--- src/rtl/core/ppt_pkg.sv ---
// Shared types and constants for the polygon pose transform block.
// No dependencies; every other file in rtl/core but ppt_fifo imports this package.
`timescale 1ns / 1ps

package ppt_pkg;

    // Coordinate width of world outputs and box fields.
    localparam int COORD_WIDTH = 32;

    // Width used while adding the position and saturating.
    localparam int SAT_W = (COORD_WIDTH > 37) ? COORD_WIDTH + 1 : 38;

    localparam logic signed [COORD_WIDTH-1:0] COORD_MAX = {1'b0, {(COORD_WIDTH-1){1'b1}}};
    localparam logic signed [COORD_WIDTH-1:0] COORD_MIN = {1'b1, {(COORD_WIDTH-1){1'b0}}};

    // Register map, word index on paddr[4:2].
    typedef enum logic [2:0] {
        REG_QUAT_W      = 3'd0,
        REG_QUAT_X      = 3'd1,
        REG_QUAT_Y      = 3'd2,
        REG_QUAT_Z      = 3'd3,
        REG_POS_X       = 3'd4,
        REG_POS_Y       = 3'd5,
        REG_HALF_THICK  = 3'd6,
        REG_BOTTOM_MODE = 3'd7
    } t_reg_idx;

    typedef enum logic [1:0] {
        ROT_IDLE,
        ROT_RUN,
        ROT_DRAIN,
        ROT_LOAD
    } t_rot_state;

    typedef struct packed {
        logic signed [31:0] body_x;
        logic signed [31:0] body_y;
        logic               last_vertex;
    } t_vertex;

    typedef struct packed {
        logic signed [COORD_WIDTH-1:0] world_x;
        logic signed [COORD_WIDTH-1:0] world_y;
        logic signed [COORD_WIDTH-1:0] box_min_x;
        logic signed [COORD_WIDTH-1:0] box_max_x;
        logic signed [COORD_WIDTH-1:0] box_min_y;
        logic signed [COORD_WIDTH-1:0] box_max_y;
        logic                          box_done;
    } t_result;

    // Classified item waiting between front and back.
    typedef struct packed {
        logic signed [31:0] bx;
        logic signed [31:0] by;
        logic signed [31:0] zb;
        logic               last;
    } t_work;

    // Rows 0 and 1 of the rotation matrix, Q2.30.
    typedef struct packed {
        logic signed [31:0] r00;
        logic signed [31:0] r01;
        logic signed [31:0] r02;
        logic signed [31:0] r10;
        logic signed [31:0] r11;
        logic signed [31:0] r12;
    } t_rot_terms;

endpackage

--- src/rtl/core/ppt_rot.sv ---
// Rotation term derivation: nine quaternion products on one shared multiplier.
// Depends on ppt_pkg.
`timescale 1ns / 1ps

module ppt_rot (
    input  logic                i_clk,
    input  logic                i_rst_n,
    input  logic                i_start,
    input  logic signed [31:0]  i_qw,
    input  logic signed [31:0]  i_qx,
    input  logic signed [31:0]  i_qy,
    input  logic signed [31:0]  i_qz,
    output logic                o_busy,
    output ppt_pkg::t_rot_terms o_terms
);
    import ppt_pkg::*;

    localparam int NUM_PROD = 9;
    localparam logic [3:0] PR_XX = 4'd0;
    localparam logic [3:0] PR_YY = 4'd1;
    localparam logic [3:0] PR_ZZ = 4'd2;
    localparam logic [3:0] PR_XY = 4'd3;
    localparam logic [3:0] PR_XZ = 4'd4;
    localparam logic [3:0] PR_YZ = 4'd5;
    localparam logic [3:0] PR_WX = 4'd6;
    localparam logic [3:0] PR_WY = 4'd7;
    localparam logic [3:0] PR_WZ = 4'd8;

    localparam logic signed [63:0] RND_HALF = 64'sd536870912;
    localparam logic signed [37:0] TERM_ONE = 38'sd1073741824;
    localparam logic signed [37:0] SAT_HI   = 38'sd2147483647;
    localparam logic signed [37:0] SAT_LO   = -38'sd2147483648;

    t_rot_state         r_state, n_state;
    logic [3:0]         r_step;
    logic               issue;
    logic               load;
    logic signed [31:0] op_a, op_b;
    logic signed [63:0] r_prod;
    logic signed [63:0] prod_rnd;
    logic               r_pvld;
    logic [3:0]         r_pidx;
    logic signed [33:0] r_pr [NUM_PROD];
    t_rot_terms         r_terms;
    t_rot_terms         n_terms;

    function automatic logic signed [37:0] sx38(input logic signed [33:0] v);
        sx38 = {{4{v[33]}}, v};
    endfunction

    function automatic logic signed [31:0] sat32(input logic signed [37:0] v);
        if (v > SAT_HI) begin
            sat32 = SAT_HI[31:0];
        end else if (v < SAT_LO) begin
            sat32 = SAT_LO[31:0];
        end else begin
            sat32 = v[31:0];
        end
    endfunction

    // next state
    always_comb begin
        n_state = r_state;
        case (r_state)
            ROT_IDLE:  n_state = ROT_IDLE;
            ROT_RUN:   n_state = (r_step == PR_WZ) ? ROT_DRAIN : ROT_RUN;
            ROT_DRAIN: n_state = ROT_LOAD;
            ROT_LOAD:  n_state = ROT_IDLE;
            default:   n_state = ROT_IDLE;
        endcase
        if (i_start) begin
            n_state = ROT_RUN;
        end
    end

    // state outputs
    always_comb begin
        issue  = 1'b0;
        load   = 1'b0;
        o_busy = 1'b1;
        case (r_state)
            ROT_IDLE:  o_busy = 1'b0;
            ROT_RUN:   issue  = 1'b1;
            ROT_DRAIN: issue  = 1'b0;
            ROT_LOAD:  load   = 1'b1;
            default:   o_busy = 1'b0;
        endcase
    end

    always_comb begin
        case (r_step)
            PR_XX:   begin op_a = i_qx; op_b = i_qx; end
            PR_YY:   begin op_a = i_qy; op_b = i_qy; end
            PR_ZZ:   begin op_a = i_qz; op_b = i_qz; end
            PR_XY:   begin op_a = i_qx; op_b = i_qy; end
            PR_XZ:   begin op_a = i_qx; op_b = i_qz; end
            PR_YZ:   begin op_a = i_qy; op_b = i_qz; end
            PR_WX:   begin op_a = i_qw; op_b = i_qx; end
            PR_WY:   begin op_a = i_qw; op_b = i_qy; end
            default: begin op_a = i_qw; op_b = i_qz; end
        endcase
    end

    // round half up to Q2.30
    assign prod_rnd = r_prod + RND_HALF;

    always_comb begin
        n_terms.r00 = sat32(TERM_ONE - ((sx38(r_pr[PR_YY]) + sx38(r_pr[PR_ZZ])) <<< 1));
        n_terms.r01 = sat32((sx38(r_pr[PR_XY]) - sx38(r_pr[PR_WZ])) <<< 1);
        n_terms.r02 = sat32((sx38(r_pr[PR_XZ]) + sx38(r_pr[PR_WY])) <<< 1);
        n_terms.r10 = sat32((sx38(r_pr[PR_XY]) + sx38(r_pr[PR_WZ])) <<< 1);
        n_terms.r11 = sat32(TERM_ONE - ((sx38(r_pr[PR_XX]) + sx38(r_pr[PR_ZZ])) <<< 1));
        n_terms.r12 = sat32((sx38(r_pr[PR_YZ]) - sx38(r_pr[PR_WX])) <<< 1);
    end

    always_ff @(posedge i_clk) begin
        r_prod <= op_a * op_b;
        r_pidx <= r_step;
        if (r_pvld) begin
            r_pr[r_pidx] <= prod_rnd[63:30];
        end
    end

    always_ff @(posedge i_clk) begin
        if (!i_rst_n) begin
            r_state <= ROT_IDLE;
            r_step  <= '0;
            r_pvld  <= 1'b0;
            // identity for the reset quaternion (w = 1)
            r_terms <= '{r00: 32'sd1073741824, r01: '0, r02: '0,
                         r10: '0, r11: 32'sd1073741824, r12: '0};
        end else begin
            r_state <= n_state;
            r_pvld  <= issue;
            if (i_start || (r_state != ROT_RUN)) begin
                r_step <= '0;
            end else begin
                r_step <= r_step + 1'b1;
            end
            if (load) begin
                r_terms <= n_terms;
            end
        end
    end

    assign o_terms = r_terms;

    a_load_ends: assert property (@(posedge i_clk) disable iff (!i_rst_n)
        (r_state == ROT_LOAD && !i_start) |=> !o_busy)
        else $error("rotation unit still busy after loading terms");

endmodule

--- config.mk ---
export PLATFORM = sky130hd
export DESIGN_NAME = ppt_rot
export DESIGN_NICKNAME = d
export VERILOG_FILES = /design/src/rtl/core/ppt_pkg.sv /design/src/rtl/core/ppt_rot.sv
export SDC_FILE = /design/constraint.sdc
export NUM_CORES = 2
export LEC_CHECK = 0
export BUFFER_PORTS_ARGS = -buffer_cell sky130_fd_sc_hd__buf_2
export CAP_MARGIN = 20
export CORE_ASPECT_RATIO = 1.2
export CORE_MARGIN = 5
export CORE_UTILIZATION = 68
export CTS_CLUSTER_DIAMETER = 50
export DETAILED_ROUTE_END_ITERATION = 8
export PLACE_DENSITY = 0.95
export SYNTH_ARGS = -nofsm -noshare
export SYNTH_HDL_FRONTEND = slang
export SYNTH_SLANG_ARGS = --single-unit
--- constraint.sdc ---
create_clock -name i_clk -period 20.4 [get_ports i_clk]
set_clock_uncertainty 0.15 [all_clocks]
set_input_delay 4.08 -clock i_clk [delete_from_list [all_inputs] [get_ports i_clk]]
set_output_delay 4.08 -clock i_clk [all_outputs]
set_load 0.02 [all_outputs]
### Word-level counts from Yosys, hierarchy flattened

Memories as Yosys holds them, arrays and structs flattened.
Cells that the tools add are included.

| operators by class | value |
|---|---|
| add/sub/neg operators | 10 |
| multiply operators | 1 |
| $lt $le $gt $ge | 12 |
| equality and inequality tests | 12 |
| multiplexer cells | 22 |
| bitwise gates (word level) | 1 |
| reductions and logical operators | 10 |

Operator list:

| cell | count |
|---|---|
| $mux W32 | 12 |
| $gt A36 B32 Y1 const B | 4 |
| $lt A36 B32 Y1 const B | 4 |
| $add A34 B34 Y35 | 4 |
| $pmux W32 S3 | 1 |
| $gt A37 B32 Y1 const B | 2 |
| $lt A37 B32 Y1 const B | 2 |
| $sub A32 B36 Y37 const A | 2 |
| $sub A34 B34 Y35 | 2 |
| $add A64 B31 Y64 const B | 1 |
| $mul A32 B32 Y64 | 1 |
| $pmux W32 S2 | 1 |
| $eq A4 B3 Y1 const B | 4 |
| $reduce_or A2 Y1 | 5 |
| $eq A4 B2 Y1 const B | 2 |
| $mux W1 | 6 |
| $pmux W2 S3 | 1 |
| $reduce_or A3 Y1 | 2 |
| $add A4 B1 Y4 const B | 1 |
| $eq A2 B2 Y1 const B | 2 |
| $eq A4 B1 Y1 const B | 1 |
| $eq A4 B4 Y1 const B | 1 |
| $logic_not A4 Y1 | 1 |
| $eq A2 B1 Y1 const B | 1 |
| 5 further kinds | 5 |

| word-level totals | value |
|---|---|
| register bits | 267 |
| RAM bits | 306 |
| input port bits | 131 |
| logic and storage cells | 81 |
| memories kept | 1 |

Memory list:

| name | words | width | read ports | clocked after Yosys merged registers in | write ports | line | RTL |
|---|---|---|---|---|---|---|---|
| r_pr | 9 | 34 | 9 | 0 | 1 | ppt_rot.sv:43 | `logic signed [33:0] r_pr [NUM_PROD];` |

### Longest topological paths before layout

An unclocked memory read counts as a cell.

| depth | value |
|---|---|
| depth in word-level cells | 6 |
| mapped depth | 40 |

### Worst setup path before layout

Ideal clock, no wire load.

| timing path | value |
|---|---|
| path type | input to register |
| start point | in i_qz[11] |
| end point | reg r_prod[63] |
| setup time | 0.121 ns |
| data arrival time | 12.159 ns |
| required time | 20.129 ns |
| slack | 7.970 ns |
| stages on the path | 29 |
| path buffers | 1 |
| cell sequence | and2_1 a221oi_1 clkbuf_1 nor2_1 fa_1 fa_1 inv_1 fa_1 fa_1 inv_1 fa_1 fa_1 fa_1 inv_1 fa_1 inv_1 ha_1 a21o_1 a21o_1 a21o_1 a21o_1 or4b_2 a41oi_1 o21a_1 o31a_1 o21ai_1 a211oi_1 o21bai_1 xnor2_1 |

| on the way | value |
|---|---|
| longest elaborated chain between the ends | 2 |

Ends and longest elaborated chain:

| what | line | RTL |
|---|---|---|
| from (decl) | ppt_rot.sv:12 | `input logic signed [31:0] i_qz,` |
| $pmux W32 S3 / $pmux W32 S2 (equally long branches) | ppt_rot.sv:91 | `case (r_step)` |
| $mul A32 B32 Y64 * | ppt_rot.sv:117 | `r_prod <= op_a * op_b;` |
| to (signal assigned) | ppt_rot.sv:117 |  |
| to (decl) | ppt_rot.sv:39 | `logic signed [63:0] r_prod;` |

Mark *: on every way between the ends. The rest lies on a longest branch, timed or not.
A chain may end at the register's enable or synchronous reset.

### Final worst setup path

| timing path | value |
|---|---|
| start point | in i_qy[8] |
| end point | reg r_prod[61] |

| on the way | value |
|---|---|
| longest elaborated chain between the ends | 2 |

Ends and longest elaborated chain:

| what | line | RTL |
|---|---|---|
| from (decl) | ppt_rot.sv:11 | `input logic signed [31:0] i_qy,` |
| $pmux W32 S3 / $pmux W32 S2 (equally long branches) | ppt_rot.sv:91 |  |
| $mul A32 B32 Y64 * | ppt_rot.sv:117 |  |

Marks and branches as above.

==> flow_metrics.py <==
metrics = {
    "clock_network": {
        "cts_sinks": 544,
        "postCtsSetupBuffers": 0,
        "clk_pin_slew_ps": 70,
        "cts_buffers": 49,
        "ctsHoldBuffers": 0,
        "clk_latency_ps": 630,
        "cts_resized": 0,
        "htree_levels": 2,
        "cts_root_buf": "clkbuf_16",
        "cts_tree": "done",
        "clockBufferDepth": 3,
    },
    "setup_path": {
        "cp_num_buf_inv": 3,
        "cp_max_fo": 15,
        "cp-start-kind": "primary input",
        "crit_required_ps": 20820,
        "critical_path.slowest_cell": "a221oi_4",
        "crit_path_end_kind": "register",
        "critPathArrivalTime_ps": 13690,
        "max_stage_delay_ps": 1130,
        "crit_type": "primary input to register",
        "crit_path_frequent_cell": "fa_1",
        "crit_family": "adder cells",
    },
    "drt": {
        "vias": 56300,
        "drt_iter0_markers": 6231,
        "drt-total-wl_mm": 219,
        "drc": 57,
        "routed-wl-met3_mm": 28.8,
        "viasPerCell": 6.55,
        "met1_length_mm": 68.3,
        "wl_met2_mm": 97.9,
        "wl_per_cell_um": 25.4,
        "drtAntennaViolNets": 0,
        "top_layer_used": "met5",
        "first_pass_iters": 9,
    },
    "synthesis": {
        "synth_edf_count": 306,
        "synth_area_leaders": "fa_1, edfxtp_1, ha_1",
        "synth_compound_area_share_pct": 12.9,
        "syn_inst": 7099,
        "avgSynthCellArea_sq_um": 9.35,
        "yosysMostFrequentCell": "inv_1",
        "synthFlopType": "edfxtp_1",
        "yosysTopAreaCell": "fa_1",
        "synth_fa_ha_area_share_pct": 40.1,
        "synth_common_cells": "inv_1, fa_1, nor2_1",
        "yosysWarnings": 0,
        "synth_fp_nets": 8708,
        "yosys.area_share.simple_pct": 13.6,
        "synth_seq_cells": 544,
        "synth-seq-area-share_pct": 21.0,
        "synth-xor-area-share_pct": 3.84,
        "synthArstFlopShare_pct": 0,
        "synthMuxAreaShare_pct": 0.158,
        "synthesis.area_sq_mm": 0.0664,
        "synth_cell_type_count": 104,
        "synthDominantCellAreaShare_pct": 32.8,
        "synth_top_family_by_area": "adder cells",
    },
    "timing": {
        "tightest_slew_ps": 1540,
        "setup_viol": 0,
        "tns_ps": 0,
        "fin_ws_ps": 7130,
        "drv_slew": 15,
        "period_minus_slack_ps": 13270,
        "final-hold-violation-count": 0,
        "min_period_over_period_pct": 65.0,
        "fmax_ghz": 0.0754,
        "relSlewSlack_pct": -2.48,
        "rsz0062_at_grt": "no",
        "hold-worst-slack_ps": 276,
    },
    "global_route": {
        "grt_pass1_vias": 59500,
        "grt_first_pass_wirelength_mm": 335,
        "grt_start_max_net_pins": 94,
        "grt.total_usage_pct": 41.8,
        "antenna_found_initial": 5,
        "overflow": 0,
    },
    "floorplan": {
        "die_area_sq_mm": 0.104,
        "coreArea_sq_mm": 0.0970,
        "dieHeight_um": 352,
        "start_util_pct": 68.5,
        "die_w_um": 295,
        "rows": 125,
        "io_pins": 324,
    },
    "final_layout": {
        "drive_gt1_share_pct": 9.59,
        "nNetsFinal": 8898,
        "fin_cells": 8603,
        "area_growth_pct": 8.02,
    },
    "place": {
        "dp_worst_setup_slack_ps": 6850,
        "dp_hpwl_mm": 164,
        "port_buffers": 323,
        "dp.cells": 8503,
        "gp_congestion": 1.04,
    },
    "hold_path": {
        "worstHoldPathType": "register to register",
    },
    "outcome": {
        "violations": "DRC, slew limit",
        "status": "complete, but fails checks",
    },
    "run": {
        "cap_violations": 0,
    },
}
-- cell usage in the layout, fill, tap and decap left out, drive strengths merged, types with 13 or more instances in the layout --
master  count
inv      1151
fa       1087
nor2      803
nand2     781
buf       464
ha        391
a21oi     337
edfxtp    306
dfxtp     238
o21ai     233
xnor2     217
a21o      121
xor2       74
a221o      72
nand3      72
nor3       67
a221oi     61
clkbuf     60
and2       59
and3       46
o21bai     46
a211oi     44
nand4      41
o211ai     39
o21a       38
a22o       37
nand2b     35
nor2b      34
o221a      28
a31oi      27
or3        24
or2        21
nor4       18
and4       16
o31ai      14
a22oi      13
clkinv     13
-- per-layer routing --
| layer | track usage [%] | vias up |
|---|---|---|
| met5 | 0.563 | - |
| met4 | 32.2 | 6 |
| met3 | 13.8 | 1543 |
| met2 | 65.8 | 4335 |
| met1 | 46.9 | 27000 |
| li1 | - | 23500 |
-- through the flow --
step / area (sq um) / utilization (%)
3_3_place_gp: 69800 / 72.0
2_1_floorplan: 66400 / -
6_report: 71700 / 74.0
3_5_place_dp: 69900 / 72.1
5_1_grt: 71700 / 74.0
4_1_cts: 71600 / 73.9
-- cell type report --
cell class | instances | area [sq um]
clock inverters | 30 | 448
flip-flops and latches | 544 | 14000
multi-input cells | 5084 | 47400
diodes | 5 | 12.5
well taps | 1270 | 1590
inverters | 1146 | 4300
fillers | 6433 | 25200
clock buffers | 60 | 1310
repair buffers | 464 | 2740
-- logic make-up (layout without fill, tap and decap cells) --
family | after synthesis | after routing
AND/OR/NAND/NOR | 2070 | 2070
multiplexers | 10 | 10
adder cells (fa/ha/maj) | 1478 | 1478
XOR/XNOR | 291 | 291
AO/OA/AOI/OAI | 1235 | 1235
buffers and inverters | 1471 | 1700
other | 0 | 5
flip-flops | 544 | 544
-- path summary, 6_finish.rpt --
check / depth (start not counted) / slack (ps) / startpoint / to
max: 28 / 7130 / i_qy[8] / r_prod[61]
min: 0 / 280 / r_step[0] / r_pidx[0]
max reg2reg: 31 / 8260 / r_step[0] / r_prod[63]
min reg2reg: 0 / 280 / r_step[0] / r_pidx[0]
-- state kept, by name, summed over array words and instances, names as in the netlist --
name and flops:
r_pvld 1, r_pr 306, r_state 2, r_step 4
r_pidx 4, r_prod 35, o_terms 192
Power is left out: the tool's default activity adds up to more than one toggle a clock period on the data nets, which glitch-free logic cannot reach.
