`src/rtl/core/ppt_pkg.sv`:
```
// Shared types and constants for the polygon pose transform block.
// No dependencies; every other file in rtl/core but ppt_fifo imports this package.
`timescale 1ns / 1ps

package ppt_pkg;

    // Coordinate width of world outputs and box fields.
    localparam int COORD_WIDTH = 32;

    // Width used while adding the position and saturating.
    localparam int SAT_W = (COORD_WIDTH > 37) ? COORD_WIDTH + 1 : 38;

    localparam logic signed [COORD_WIDTH-1:0] COORD_MAX = {1'b0, {(COORD_WIDTH-1){1'b1}}};
    localparam logic signed [COORD_WIDTH-1:0] COORD_MIN = {1'b1, {(COORD_WIDTH-1){1'b0}}};

    // Register map, word index on paddr[4:2].
    typedef enum logic [2:0] {
        REG_QUAT_W      = 3'd0,
        REG_QUAT_X      = 3'd1,
        REG_QUAT_Y      = 3'd2,
        REG_QUAT_Z      = 3'd3,
        REG_POS_X       = 3'd4,
        REG_POS_Y       = 3'd5,
        REG_HALF_THICK  = 3'd6,
        REG_BOTTOM_MODE = 3'd7
    } t_reg_idx;

    typedef enum logic [1:0] {
        ROT_IDLE,
        ROT_RUN,
        ROT_DRAIN,
        ROT_LOAD
    } t_rot_state;

    typedef struct packed {
        logic signed [31:0] body_x;
        logic signed [31:0] body_y;
        logic               last_vertex;
    } t_vertex;

    typedef struct packed {
        logic signed [COORD_WIDTH-1:0] world_x;
        logic signed [COORD_WIDTH-1:0] world_y;
        logic signed [COORD_WIDTH-1:0] box_min_x;
        logic signed [COORD_WIDTH-1:0] box_max_x;
        logic signed [COORD_WIDTH-1:0] box_min_y;
        logic signed [COORD_WIDTH-1:0] box_max_y;
        logic                          box_done;
    } t_result;

    // Classified item waiting between front and back.
    typedef struct packed {
        logic signed [31:0] bx;
        logic signed [31:0] by;
        logic signed [31:0] zb;
        logic               last;
    } t_work;

    // Rows 0 and 1 of the rotation matrix, Q2.30.
    typedef struct packed {
        logic signed [31:0] r00;
        logic signed [31:0] r01;
        logic signed [31:0] r02;
        logic signed [31:0] r10;
        logic signed [31:0] r11;
        logic signed [31:0] r12;
    } t_rot_terms;

endpackage

```
`src/rtl/core/ppt_fifo.sv`:
```
// Small first-word-fall-through queue, register array storage.
// No dependencies.
`timescale 1ns / 1ps

module ppt_fifo #(
    parameter int WIDTH = 8,
    parameter int DEPTH = 4
) (
    input  logic                           i_clk,
    input  logic                           i_rst_n,
    input  logic                           i_wr,
    input  logic [WIDTH-1:0]               i_wdata,
    input  logic                           i_rd,
    output logic [WIDTH-1:0]               o_rdata,
    output logic                           o_empty,
    output logic                           o_full,
    output logic [$clog2(DEPTH+1)-1:0]     o_count
);

    localparam int PTR_W = (DEPTH > 1) ? $clog2(DEPTH) : 1;
    localparam int CNT_W = $clog2(DEPTH + 1);

    logic [WIDTH-1:0] r_mem [DEPTH];
    logic [PTR_W-1:0] r_wr_ptr;
    logic [PTR_W-1:0] r_rd_ptr;
    logic [CNT_W-1:0] r_count;
    logic             wr_en;
    logic             rd_en;

    assign o_empty = (r_count == '0);
    assign o_full  = (r_count == CNT_W'(DEPTH));
    assign o_count = r_count;
    assign wr_en   = i_wr && !o_full;
    assign rd_en   = i_rd && !o_empty;
    assign o_rdata = r_mem[r_rd_ptr];

    always_ff @(posedge i_clk) begin
        if (wr_en) begin
            r_mem[r_wr_ptr] <= i_wdata;
        end
    end

    always_ff @(posedge i_clk) begin
        if (!i_rst_n) begin
            r_wr_ptr <= '0;
            r_rd_ptr <= '0;
            r_count  <= '0;
        end else begin
            if (wr_en) begin
                r_wr_ptr <= (r_wr_ptr == PTR_W'(DEPTH - 1)) ? '0 : r_wr_ptr + 1'b1;
            end
            if (rd_en) begin
                r_rd_ptr <= (r_rd_ptr == PTR_W'(DEPTH - 1)) ? '0 : r_rd_ptr + 1'b1;
            end
            if (wr_en && !rd_en) begin
                r_count <= r_count + 1'b1;
            end else if (rd_en && !wr_en) begin
                r_count <= r_count - 1'b1;
            end
        end
    end

endmodule

```
`src/rtl/core/ppt_front.sv`:
```
// Front end: accepts vertices, attaches the face depth and queues the work.
// Depends on ppt_pkg and ppt_fifo.
`timescale 1ns / 1ps

module ppt_front #(
    parameter int QUEUE_DEPTH = 4
) (
    input  logic             i_clk,
    input  logic             i_rst_n,
    input  logic             i_push,
    input  ppt_pkg::t_vertex i_vertex,
    output logic             o_full,
    input  logic             i_rot_busy,
    input  logic [30:0]      i_half_thick,
    input  logic             i_bottom_mode,
    input  logic             i_pop,
    output logic             o_empty,
    output ppt_pkg::t_work   o_work
);
    import ppt_pkg::*;

    t_work                          work_in;
    logic [$bits(t_work)-1:0]       work_out;
    logic                           q_full;
    logic                           accept;
    logic [$clog2(QUEUE_DEPTH+1)-1:0] q_count;

    // stall intake while the rotation terms are being rebuilt
    assign o_full = q_full || i_rot_busy;
    assign accept = i_push && !o_full;

    always_comb begin
        work_in.bx   = i_vertex.body_x;
        work_in.by   = i_vertex.body_y;
        work_in.last = i_vertex.last_vertex;
        work_in.zb   = i_bottom_mode ? -$signed({1'b0, i_half_thick}) : 32'sd0;
    end

    ppt_fifo #(
        .WIDTH ($bits(t_work)),
        .DEPTH (QUEUE_DEPTH)
    ) u_queue (
        .i_clk   (i_clk),
        .i_rst_n (i_rst_n),
        .i_wr    (accept),
        .i_wdata (work_in),
        .i_rd    (i_pop),
        .o_rdata (work_out),
        .o_empty (o_empty),
        .o_full  (q_full),
        .o_count (q_count)
    );

    assign o_work = t_work'(work_out);

    a_no_push_busy: assert property (@(posedge i_clk) disable iff (!i_rst_n)
        (i_rot_busy && i_push) |=> (q_count == $past(q_count) - (($past(i_pop) &&
            $past(q_count) != '0) ? 1'b1 : 1'b0)))
        else $error("vertex queued while rotation terms were being rebuilt");

endmodule

```
`config.mk`:
```
export PLATFORM = sky130hd
export DESIGN_NAME = ppt_front
export DESIGN_NICKNAME = d
export VERILOG_FILES = /design/src/rtl/core/ppt_pkg.sv /design/src/rtl/core/ppt_fifo.sv /design/src/rtl/core/ppt_front.sv
export SDC_FILE = /design/constraint.sdc
export NUM_CORES = 1
export LEC_CHECK = 0
export ABC_AREA = 1
export BUFFER_PORTS_ARGS = -buffer_cell sky130_fd_sc_hd__buf_2
export CORE_MARGIN = 4
export CORE_UTILIZATION = 35
export CTS_BUF_LIST = sky130_fd_sc_hd__clkbuf_8
export DETAILED_ROUTE_END_ITERATION = 16
export SLEW_MARGIN = 20
export SYNTH_ARGS = -nofsm -noshare
export SYNTH_HDL_FRONTEND = slang
export SYNTH_SLANG_ARGS = --single-unit
```
`constraint.sdc`:
```
create_clock -name i_clk -period 8.8 [get_ports i_clk]
set_input_delay 1.32 -clock i_clk [delete_from_list [all_inputs] [get_ports i_clk]]
set_output_delay 1.32 -clock i_clk [all_outputs]
set_load 0.03 [all_outputs]
```
Word level (Yosys, flattened, before mapping). Memories as Yosys holds them, arrays and structs flattened. A register that Yosys moved wholly into a read port is not among the register bits. Index checks and enable logic that the tools add are counted.

Output and inout bits: 99. Memories kept: 1. Bits in registers: 7. Bits in writable memories: 388. Word-level logic and storage cells: 34. Input bits: 102.

Memory list: u_queue.r_mem (depth 4, bits a word 97, read ports 1, clocked after memory_dff 1, wr ports 1, RTL line ppt_fifo.sv:23) `logic [WIDTH-1:0] r_mem [DEPTH];`.

Equal/unequal tests: 3. Reductions and logical operators: 13. $add $sub $neg: 5. Mux-type cells: 9.

Operators with widths (count): 2-to-1 mux 32 bit (1); negator 31 -> 32 bit (1); 2-to-1 mux 2 bit (4); 2-to-1 mux 3 bit (2); logical AND 1 bit (5); logical NOT 1 bit (5); adder 2 x 1 -> 2 bit (second input constant) (2); equality test 2 bit (second input constant) (2); adder 3 x 1 -> 3 bit (second input constant) (1); equality test 3 bit (second input constant) (1); logical NOT 3 bit (1); subtractor 3 x 1 -> 3 bit (second input constant) (1); 2-to-1 mux 1 bit (2); nonzero test 2 bit (1); logical OR 1 bit (1).

Logic depth before layout (Yosys ltp). Gate-level depths: netlist of run 1.

Depth after elaboration: 9. Depth in mapped cells: 12. Depth with buffers taken out: 12.

Cells and area by module. A second synthesis of run 1 with hierarchy kept.

Cell total of the unflattened synthesis: 1271. Area total of the unflattened synthesis: 15997.8 um^2.

Modules (own cells, without submodules): ppt_fifo (cells an instance 1009, area an instance 14838.0 um^2, seq. area each 11831.3 um^2, times used 1); ppt_front (cells an instance 262, area an instance 1159.9 um^2, seq. area each 0.0 um^2, times used 1).

Least setup slack after synthesis of run 1. No wires, ideal clock.

Path kind: input -> register. Start: input i_rot_busy. End: memory u_queue.r_mem[0][0] (netlist name) (enable). Path slack: 2.601 ns. Path buffers: 0. Stages: 3. Required time: 8.246 ns. Library setup time: 0.554 ns. Data arrival time: 5.645 ns. Cells stage by stage: inv_1 nand3_1 nor2_1.

Longest elaborated chain between the ends: 6.

Ends and longest elaborated chain: start, declared (RTL line ppt_front.sv:13) `input logic i_rot_busy,`; logical OR 1 bit (RTL line ppt_front.sv:29) `assign o_full = q_full || i_rot_busy;`; logical NOT 1 bit (RTL line ppt_front.sv:30) `assign accept = i_push && !o_full;`; logical AND 1 bit (RTL line ppt_front.sv:30); logical AND 1 bit (RTL line ppt_fifo.sv:33) `assign wr_en = i_wr && !o_full;`; 2-to-1 mux 1 bit (RTL line ppt_fifo.sv:38) `if (wr_en) begin`; 2-to-1 mux 1 bit (implied by the code) (RTL line ppt_fifo.sv:39) `r_mem[r_wr_ptr] <= i_wdata;`; end, declared (RTL line ppt_fifo.sv:23).

Every way passes these cells.

==> results of run 1 <==
final cells by class:
cell class	instances	share of cell area [%]
multi-input cells	728	18.5
inverters	58	1.21
clock buffers	69	5.12
clock inverters	52	1.39
well taps	592	3.99
flip-flops and latches	397	63.8
repair buffers	213	5.92
diodes	3	0.0405
per-stage QoR:
step | hold slack [ns] | worst slack, ns | total power, mW
6_report | 0.499 | 4.30 | 5.38
3_5_place_dp | 0.483 | 4.75 | 3.97
4_1_cts | 0.491 | 4.07 | 5.47
2_1_floorplan | 0.458 | 2.60 | 3.47
3_3_place_gp | 0.469 | 4.81 | 3.96
5_1_grt | 0.516 | 4.01 | 5.69
power breakdown:
part,switching [mW],internal [mW],total [mW]
clock network,0.709,0.761,1.47
logic,1.25,0.423,1.67
registers,0.0577,2.18,2.24
total,2.01,3.37,5.38
layer usage:
metal	wire, microns	global-route usage, %	share of wire, %	up-vias
met5	11	0	0.029	-
met4	641	5.06	1.7	2
met3	2450	3.49	6.4	50
met2	18100	24.7	47	297
met1	16900	20.4	44	5074
li1	-	-	-	4985
worst max path at each step:
stage,slack [ns],endpoint,start,cells past startpoint
finish,4.30,o_work[30],flip-flop,5
global route,4.01,o_work[21],flip-flop,5
CTS,4.07,o_work[21],flip-flop,5
detailed placement,4.75,o_work[21],flip-flop,5
global placement,4.81,u_queue.r_mem[2][37],i_rot_busy,6
floorplan,2.60,u_queue.r_mem[0][0],i_rot_busy,3
kinds of logic after synthesis:
group | share of synthesized area (%)
AOI/OAI and AO/OA | 11.4
xor gates and xnor gates | 0.0553
adders and majority gates | 0.679
buffers and inverters | 3.81
DFF | 74.7
and+or+nand+nor | 9.33
registers in the layout, indices dropped and copies added (netlist names), named ones only:
signal,flops
u_queue.o_count,3
u_queue.r_mem,388
u_queue.r_rd_ptr,2
u_queue.r_wr_ptr,2
worst max-delay path: stages (launching register included):
cell	delay (ns)
dfxtp_4	0.43
inv_6	0.57
buf_4	0.84
o21ai_0	0.16
o22ai_1	0.30
buf_2	0.27
cells in the final DEF (no fill, tap or decap):
cell type   Yosys  routed
a21oi_1        21      21
clkinvlp_4      0       7
edfxtp_1      388     388
o22ai_1        97      97
dfxtp_1         9       7
clkinv_1        0      20
nand2_1        84      84
o21ai_1        65      65
nor2_1        280     276
nor2_4          2       6
inv_2           2       1
nor2_2          3       3
fa_1            1       1
diode_2         0       3
clkbuf_8        0      69
inv_1          55      71
o21ai_0       153     153
bufinv_16       0       1
xor2_1          1       1
clkinv_2        0       9
inv_6           0       1
nand3_1         7       7
buf_4           0      13
nor3_1          4       4
nor4_1          1       1
nand3_2         1       1
o211a_1         1       1
buf_2          19     200
ha_1            7       7
dfxtp_4         0       2
==> results.md, run 1 <==
- # IOs: ~200
- Worst Hold Class: reg -> reg
- Pwr per Cell Area: roughly 290 nW/um^2
- Post-synth EDFFs: around 390
- TritonCTS Buffers: between 60 and 70
- Fmax: 222 MHz
- Post-synthesis cell type count: 25
- # Post-CTS Setup Buffers: 0
- CTS tree: yes
- Syn Area/Cell: 12.7 sq um
- Chip width: roughly 220 microns
- Reg2reg end: u_queue.r_mem[1][39]
- Avg WL per Cell: 18.0 microns
- Max FO, Critical Path: around 110
- Nets@finish: 1576
- Final Max Tran Viols: 0
- Ys flop type: edfxtp_1
- Core area: about 45000 sq um
- Row count: 77
- Final hold violation count: 0
- Hold depth: 2
- DP Cell Count: slightly below 2000
- Final ANT Viol Nets: 0
- Clock Tree Buf Depth: 3
- Req. time, crit path: 7.48 ns
- Multi-input logic area: 3440 sq um
- First-pass GRT wire length: around 57 mm
- Mapped Cells: ~1200
- Initial antenna violation count: 5
- Share of cells above drive strength 1: 20.6%
- R2R depth: 6
- Number of global-route vias before repair: ~10000
- Synth warn: 0
- Area of the die: just under 50000 sq um
- Grt ovf: 0
- RSZ-0062 raised after global routing: no
- Filler cells: around 4200
- I/O Buffers: 200
- Seq cells post-synth: slightly below 400
- Setup CP Type: reg -> out
- Worst Hold Endpoint: u_queue.o_count[2]
- Post-CTS Resized: 0
- Clock insertion delay at the later pin of the skew report: ~0.60 ns
- First-pass detailed-route iteration total: 4
- DP HPWL: approximately 23 mm
- Synth top cells by count: edfxtp_1 (388), nor2_1 (280), o21ai_0 (153)
- Post-CTS Hold Fix Bufs: 0
- Tot GR Track Use: around 15%
- Async S/R FF share, synth: 0%
- Sequential element share of the synthesized area: 74.7%
- # setup viols final: 0
- Finished layout cell area: about 19000 sq um
- Crit path launch type: flip-flop
- Outcome: finished clean
- CP arrival: roughly 3.2 ns
- Finished Core Util: a little over two fifths
- Period utilization: about half
- Top area cells in the synthesized netlist: edfxtp_1 (74%), nor2_1 (6.6%), o21ai_0 (4.8%)
- Leak: roughly 6.6 nW
- TNS Setup: 0 ns
- Drt drc: 0
- Starting Density: a little over a third
- Chip height: 221 microns
- DR vias: about 10000
- Root Driver: clkbuf_8
- Final wirelength: roughly 38 mm
- Post-route insts no fill: 2112
- Critical R2R Launch: u_queue.o_count[0]
- H-tree depth: 3
- Vias per inst: roughly 4.9
- Largest area contributor in the netlist: edfxtp_1
- Post-synth top area share: about 74%
- Routability congestion estimate: 0.858
- Iter 0 DRT Violations: around 690
- Seq. cell area: roughly 12000 sq um
- Worst Tran Pin Value: roughly 1 ns
- Minimum clock period after layout: roughly 4.5 ns
- Worst-path clk slew: roughly 0.06 ns
- Hold Startpoint: u_queue.o_count[2]
- Synth Net Count: 1358
- Area after DPL: approximately 17000 sq um
- Skew final: about 0.017 ns
- Count leader, synth: edfxtp_1
- R2R setup slack: 5.81 ns
- VDD IR-drop max: 0.185 mV
- Crit end category: primary output
- Post-Syn Area: ~16000 sq um
- Sink Count: 397
- Area Growth Syn to Fin: 17.1%
- MaxCap Viol Count: 0
- Worst slew margin: approximately a third
- Pin count of the biggest net entering global routing: 110
Note: power is estimated with default switching activity, not from simulation.
==> inputs of run 2 (changes only) <==
==> constraint.sdc (replaced) <==
create_clock -name i_clk -period 4.4 [get_ports i_clk]
set_input_delay 0.66 -clock i_clk [delete_from_list [all_inputs] [get_ports i_clk]]
set_output_delay 0.66 -clock i_clk [all_outputs]
set_load 0.03 [all_outputs]
==> results.md, run 2 (synthesized netlist as in run 1, its figures left out) <==
- Outcome: finished clean
- Final wirelength: 38.2 mm (+0.28%)
- Delay-heaviest family, CP: buffers and inverters
- Max FO, Critical Path: 66 (-39%)
- Leak: 6.66 nW (+0.55%)
- Post-CTS Hold Fix Bufs: 0 (unchanged)
- Seq. cell area: 11800 sq um (unchanged)
- Number of flip-flops in the largest register: 388 (unchanged)
- First-pass detailed-route iteration total: 5 (+1)
- Drt drc: 0 (unchanged)
- Reg2reg end: u_queue.r_mem[0][58]
- Worst setup margin: 1.03 ns (-3.27 ns)
- DR vias: 10300 (-0.61%)
- Root Driver: clkbuf_8
- Vias per inst: 4.91 (-0.28%)
- H-tree depth: 3 (unchanged)
- RSZ-0062 raised after global routing: no
- Share of cells above drive strength 1: 20.9% (+0.27 points)
- Multi-input logic area: 3440 sq um (unchanged)
- Final ANT Viol Nets: 0 (unchanged)
- Worst Tran Pin Value: 0.877 ns (-0.117 ns)
- Post-CTS Resized: 0 (unchanged)
- # setup viols final: 0 (unchanged)
- Worst slew margin: 41.4% (+7.7 points)
- Pin count of the biggest net entering global routing: 195 (+77%)
- CP arrival: 2.71 ns (-0.47 ns)
- Sink Count: 397 (unchanged)
- Filler cells: 4173 (-0.19%)
- First-pass GRT wire length: 58.0 mm (+1.4%)
- VDD IR-drop max: 0.364 mV (+96%)
- Area after DPL: 17400 sq um (+0.58%)
- Most flops, register: u_queue.r_mem
- R2R depth: 5 (-1)
- Core area: 44500 sq um (unchanged)
- # Post-CTS Setup Buffers: 0 (unchanged)
- Period utilization: between 70% and 80%
- Routability congestion estimate: 0.814 (-5.2%)
- Worst Hold Endpoint: u_queue.r_mem[2][93]
- Finished layout cell area: 18700 sq um (+0.63%)
- Req. time, crit path: 3.74 ns (-3.74 ns)
- Starting Density: 35.6% (unchanged)
- Critical R2R Launch: u_queue.o_count[0]
- Initial antenna violation count: 3 (-2)
- Iter 0 DRT Violations: 955 (+38%)
- Pwr per Cell Area: 583 nW/um^2 (+100%)
- Number of global-route vias before repair: 10100 (-0.31%)
- Clock Tree Buf Depth: 3 (unchanged)
- Final hold violation count: 0 (unchanged)
- Crit end category: primary output
- DP Cell Count: 1988 (unchanged)
- Fmax: between 200 and 300 MHz
- Crit-path max cell delay: 0.66 ns (-0.18 ns)
- Post-route insts no fill: 2105 (-0.33%)
- Crit path launch type: flip-flop
- Finished Core Util: 41.9% (+0.26 points)
- Setup CP Type: reg -> out
- DP Worst Slack: 1.58 ns (-3.17 ns)
- R2R setup slack: 1.92 ns (-3.89 ns)
- Hold Startpoint: i_vertex[61]
- CTS tree: yes
- Chip height: 221 microns (unchanged)
- MaxCap Viol Count: 0 (unchanged)
- Min Hold Slack: 0.269 ns (-0.230 ns)
- Most frequent cells in the layout: edfxtp_1 (388), nor2_1 (276), buf_2 (200)
- Hold depth: 1 (-1)
- CP Cell Sequence: buf_4 > o21ai_0 > o22ai_1 > buf_2
- Avg WL per Cell: 18.1 microns (+0.61%)
- TritonCTS Buffers: 67 (-1.5%)
- Worst Hold Class: in -> reg
- Area of the die: 48700 sq um (unchanged)
- Area Growth Syn to Fin: 17.8%
- Minimum clock period after layout: 3.37 ns
- Final Max Tran Viols: 0 (unchanged)
- Tot GR Track Use: 15.4% (+0.20 points)
- Crit path buf inv count: 2 (-1)
- Commonest non-fill, non-tap cell in the layout: edfxtp_1
- Skew final: 0.0149 ns (-0.00187 ns)
- Chip width: 221 microns (unchanged)
- # IOs: 201 (unchanged)
- DP HPWL: 22.0 mm (-2.3%)
- Worst-path clk slew: 0.06 ns (about the same)
- Row count: 77 (unchanged)
- Grt ovf: 0 (unchanged)
- I/O Buffers: 200 (unchanged)
- Nets@finish: 1575 (-0.063%)
- Clock insertion delay at the later pin of the skew report: 0.59 ns (about the same)
- Crit-path slowest cell: buf_4
-- run 2: cell count changes in the layout (fill, tap and decap cells not counted), sizes merged --
cell and delta:
clkinvlp +1, clkbuf +1, diode -2, clkinv -8, bufinv +1
-- run 2: where the power goes --
part	leakage, nW	switching, mW	total (mW)	internal [mW]
registers	3.62	0.0837	4.45	4.36
clock network	0.668	1.42	3.02	1.59
logic	2.38	2.55	3.43	0.878
-- run 2: area by class of cell --
class	instances	area share, %
tap	592	3.97
multi-input combinational	728	18.4
inverter	58	1.20
clock inverter	46	1.42
timing repair buffer	213	6.42
antenna	1	0.0134
clock buffer	70	5.16
sequential	397	63.4
-- run 2: per-layer routing --
layer  global-route usage [%]  part of all wire [%]
met2                     24.6                    47
met1                     21.1                    45
met4                     4.91                   1.5
met3                     3.61                   6.0
met5                        0                 0.052
-- run 2: worst register-to-register path, stage by stage, from the launching register on --
cell     delay, ns
dfxtp_1       0.35
inv_1         0.09
nand3_1       0.10
nand3_1       0.38
nor2_4        0.83
buf_4         0.40
-- run 2: stage by stage --
stage                     total power [mW]  setup TNS, ns
after floorplan                       6.93        -442.00
after global placement                7.99              0
after detailed placement              8.03              0
after CTS                             11.1              0
after global routing                  11.5              0
final                                 10.9              0
-- run 2: worst max-delay path by stage --
stage               depth (start not counted)  startpoint                   end  slack [ns]
floorplan                                   3  i_rot_busy   u_queue.r_mem[0][0]       -1.14
global placement                            4   flip-flop            o_work[11]        1.60
detailed placement                          5  i_rot_busy  u_queue.r_mem[0][59]        1.58
CTS                                         4   flip-flop            o_work[26]        0.90
global route                                4   flip-flop            o_work[26]        0.80
finish                                      4   flip-flop            o_work[11]        1.03
